===== config.mk =====
export PLATFORM = sky130hd
export DESIGN_NAME = rlaq_ram
export DESIGN_NICKNAME = d
export VERILOG_FILES = /design/src/hw/rtl/rlaq_ram.sv
export SDC_FILE = /design/constraint.sdc
export NUM_CORES = 2
export LEC_CHECK = 0
export ABC_AREA = 1
export ABC_CLOCK_PERIOD_IN_PS = 2200
export BUFFER_PORTS_ARGS = -buffer_cell sky130_fd_sc_hd__buf_4
export CORE_MARGIN = 2
export CORE_UTILIZATION = 40
export CTS_CLUSTER_DIAMETER = 30
export CTS_CLUSTER_SIZE = 24
export DETAILED_ROUTE_END_ITERATION = 10
export SYNTH_ARGS = -nofsm -noshare
export SYNTH_HDL_FRONTEND = slang
export SYNTH_SLANG_ARGS = --single-unit

===== constraint.sdc =====
create_clock -name clk -period 2.2 [get_ports clk]
set_clock_uncertainty 0.05 [all_clocks]
set_input_delay 0.22 -clock clk [delete_from_list [all_inputs] [get_ports clk]]
set_output_delay 0.22 -clock clk [all_outputs]
set_load 0.02 [all_outputs]

===== src/hw/rtl/rlaq_ram.sv =====
// ----------------------------------------------------------------------------
// rlaq_ram
// Generic simple dual-port RAM: one write port, one read port, registered read.
// ----------------------------------------------------------------------------
module rlaq_ram #(
  parameter int WIDTH = 8,
  parameter int DEPTH = 256
) (
  input  logic                     clk,
  input  logic                     we,
  input  logic [$clog2(DEPTH)-1:0] waddr,
  input  logic [WIDTH-1:0]         wdata,
  input  logic                     re,
  input  logic [$clog2(DEPTH)-1:0] raddr,
  output logic [WIDTH-1:0]         rdata
);

  logic [WIDTH-1:0] mem [DEPTH];

  always_ff @(posedge clk) begin
    if (we) begin
      mem[waddr] <= wdata;
    end
    if (re) begin
      rdata <= mem[raddr];
    end
  end

endmodule


==> summary by stage <==
Setup path
The cell with the largest stage delay on the worst path is sky130_fd_sc_hd__edfxtp_1. The setup path with the least slack is of type register to register. Of all nets on the critical path, the largest fanout is 1. Counting cells, the worst reg-to-reg path comes to 10. The worst setup path is launched from a register. For this run, the slowest stage of the critical path takes 0.35 ns. The required time of the critical path is 2.85 ns.

The most numerous cell type found on the critical path is sky130_fd_sc_hd__nand3_1. The startpoint identified for the worst register-to-register timing path is mem[7][6]. The critical path capture point type is a register.

The signal on the critical path passes through nand2_1 -> nand3_1 -> nand3_1 -> nand3_1 -> nand3_1 -> nand3_1 -> nand3_1 -> nand2_1 -> nand2_1 -> nand2_1. For the worst setup path, the data arrival time is 2.72 ns. The setup slack of the most critical reg-to-reg path is 0.13 ns.

The endpoint identified for the worst register-to-register timing path is rdata[6].

Floorplanning
The die covers 212000 sq um. The number of top-level pins is 35. The horizontal die dimension is 461 um. The total number of placement rows is 167. The placeable core area is 207000 sq um.

The die is 461 um tall. The initial utilization of the core area, before any placement, comes to 0.403.

GRT
The via count of the first global-routing pass is 57600. In the global route stage, overall resource usage came out at 0.233. Global routing finished with a remaining overflow of 0. The initial antenna violation count is 7. Entering global routing, the biggest net connects 93 pins.

The global-route wire length before repair is 372 mm.

Power and ir drop
Of the total power, registers draw 0.384. Cell internal power was estimated by the tool at 88100 uW. Summed over all nets, the switching power comes to 24700 uW. The worst-case IR drop observed on VDD is 0.757 mV.

The combinational cell fraction of total power is 0.051. Summed over all cells, the static leakage comes to 0.0389 uW. Summing internal, switching and leakage power gives 113000 uW. Of the total power, the share spent switching nets is 0.219.

Dividing total power by cell area gives a power density of 1060 nW/um^2. The share of total power dissipated in the clock network is 0.565.

Logic synthesis
The sequential share of the synthesized area is 0.740. The Yosys step of the flow raised 0 warnings. The cell area that synthesis handed to floorplanning was 83500 sq um.

The number of distinct standard cells referenced by the synthesized netlist is 13. After synthesis, the mean cell area works out to 11.9 sq um. The total of flip-flops plus latches after synthesis is 2056.

The number of nets in the synthesized netlist is 7030. The gate count after technology mapping is 7003.

STA
The hold violation total from the final report is 0. Setup repair after global routing left no endpoint under its margin. The highest clock rate is 483 MHz.

Subtracting the final worst setup slack from the clock period gives 2.07 ns. The final worst-path cycle share is 0.941. Setup violations remaining at the end of the flow were counted as 0.

Measured against its own limit, the worst slew margin works out to 0.418. The final-report max-slew violation count was 0. The actual transition at the worst max-transition pin is 0.871 ns.

Hold path
In this run the most critical hold path is launched from waddr[6]. The min-delay analysis places its worst path in the category input pin to register. The destination of the worst hold path is mem[125][0]. Counting instances, the worst hold path has a depth of 6.

Route
The iteration count of the initial detailed-routing pass is 6. The routed design has 249 mm of wire. After detailed routing, the number of remaining DRC violations is 0.

In this run, the number of DRC markers left after iteration 0 of detailed routing was 6930. The routed layout has 58700 vias. After detailed routing, the average wire length per cell comes to 23.0 um. Using the TritonRoute via totals, the vias-per-cell ratio works out to 5.42. Once detail routing completed, the nets flagged for antenna violations numbered 0.

Clocking
The number of H-tree branching levels is 5. The buffer cell driving the clock tree root is sky130_fd_sc_hd__clkbuf_16. The clock insertion delay at the later pin of the skew report is 1.01 ns. The clock-pin slew on the worst setup and hold paths is 0.05 ns.

No sink is reached through more buffers than the 4 on the longest clock path. The clock sink count is 2056. The total clock buffers created by CTS is 425. The clock tree from TritonCTS is done.

Final layout
The finished layout holds 10800 standard cells, fillers aside. The most common library cell in the layout ignoring fill and taps is sky130_fd_sc_hd__nand2_1. Relative to the synthesized area, the layout overhead comes to 27.6%. In the final layout, the multi-input gates occupy 19200 sq um. After filler insertion, the fill cell instance count of the layout stands at 17600. The fraction of layout instances using a drive strength above 1 is 0.177. Across the whole layout, storage elements account for 61700 sq um. In the layout the commonest cells are sky130_fd_sc_hd__nand2_1 (2119), sky130_fd_sc_hd__edfxtp_1 (2056), sky130_fd_sc_hd__nand3_1 (2018). At the end of the flow, the number of nets in the layout was 7723.

After routing the design area is 107000 sq um.

Placed design
The congestion estimate from routability-driven global placement came to 0.897. The total half-perimeter wirelength after legalization and detailed placement is 152 mm. The post-detailed-placement cell area is 92000 sq um. In this run the tool buffered the top-level ports with 34 buffer cells. The number of instances in the placed design is 10000.

Run status
The run finished with clean final reports.

Flow run
The number of maximum-capacitance constraint violations is 0.
[registers in the layout (all words and copies together) (netlist names)]
signal and flops:
mem 2048, rdata 8
[worst max-delay path, delay by kind of cell, from the launching register on]
family | cells | cell delay [ns]
and+or+nand+nor | 10 | 1.41
DFF | 1 | 0.35
[how the worst max path moves through the flow]
| stage | endpoint | depth (start not counted) | from |
|---|---|---|---|
| final | rdata[6] | 10 | mem[7][6] |
| after global routing | rdata[3] | 10 | mem[14][3] |
| after CTS | rdata[3] | 10 | mem[5][3] |
| after detailed placement | rdata[3] | 15 | raddr[0] |
| after global placement | rdata[6] | 14 | raddr[1] |
| after floorplan | mem[162][0] | 4 | we |
[stage by stage]
stage / TNS [ns] / util / hold slack [ns] / setup WS [ns]
global route: 0 / 0.514 / 0.0648 / 0.0519
floorplan: 0 / - / 0.269 / 0.439
finish: 0 / 0.514 / 0.0436 / 0.131
global placement: -4.27 / 0.444 / 0.540 / -0.679
detailed placement: -4.28 / 0.444 / 0.542 / -0.658
CTS: 0 / 0.514 / 0.000893 / 0.0778
[kinds of logic (layout without fill, tap and decap cells)]
kind of cell,count (synthesis),in the layout,share of synthesized area
flip-flops,2056,2056,0.740
other,0,6,0
buffers and inverters,522,1558,0.0312
AND/OR/NAND/NOR,4425,4425,0.229
[layout make-up]
class,instances,share of cell area
antenna,6,0.000141
clock buffer,472,0.102
clock inverter,298,0.0326
inverter,39,0.00169
multi-input combinational,4425,0.180
sequential,2056,0.580
tap,2788,0.0328
timing repair buffer,749,0.0712
[layer usage]
layer	GRT usage	share of wire
met5	0	0
met4	0.104	0.043
met3	0.0402	0.083
met2	0.366	0.47
met1	0.318	0.41
[timing repair]
item	4_1_cts	5_1_grt
resized for setup	0	1
endpoints found under the hold margin	1830	0
setup endpoints to repair	0	1
setup buffers	0	0
hold buffers	16	0
[Yosys cell counts]
cell                       instances  share of area
sky130_fd_sc_hd__buf_1            40         0.0018
sky130_fd_sc_hd__buf_2           268          0.016
sky130_fd_sc_hd__buf_4            46         0.0041
sky130_fd_sc_hd__buf_6            16         0.0022
sky130_fd_sc_hd__buf_8             1        0.00018
sky130_fd_sc_hd__clkbuf_1        112         0.0050
sky130_fd_sc_hd__edfxtp_1       2056           0.74
sky130_fd_sc_hd__inv_1            36         0.0016
sky130_fd_sc_hd__inv_2             2       0.000090
sky130_fd_sc_hd__inv_4             1       0.000075
sky130_fd_sc_hd__nand2_1        2123          0.095
sky130_fd_sc_hd__nand3_1        2019           0.12
sky130_fd_sc_hd__nor2_1          283          0.013
[power by group through the flow]
stage,clock network (uW),registers [uW],logic (uW)
after detailed placement,0,44100,5680
after floorplan,0,44100,2660
after global routing,66200,43300,6170
final,63700,43400,5750
after global placement,0,44100,5640
after CTS,64300,43400,5740
Power figures use the tool's default switching activity.
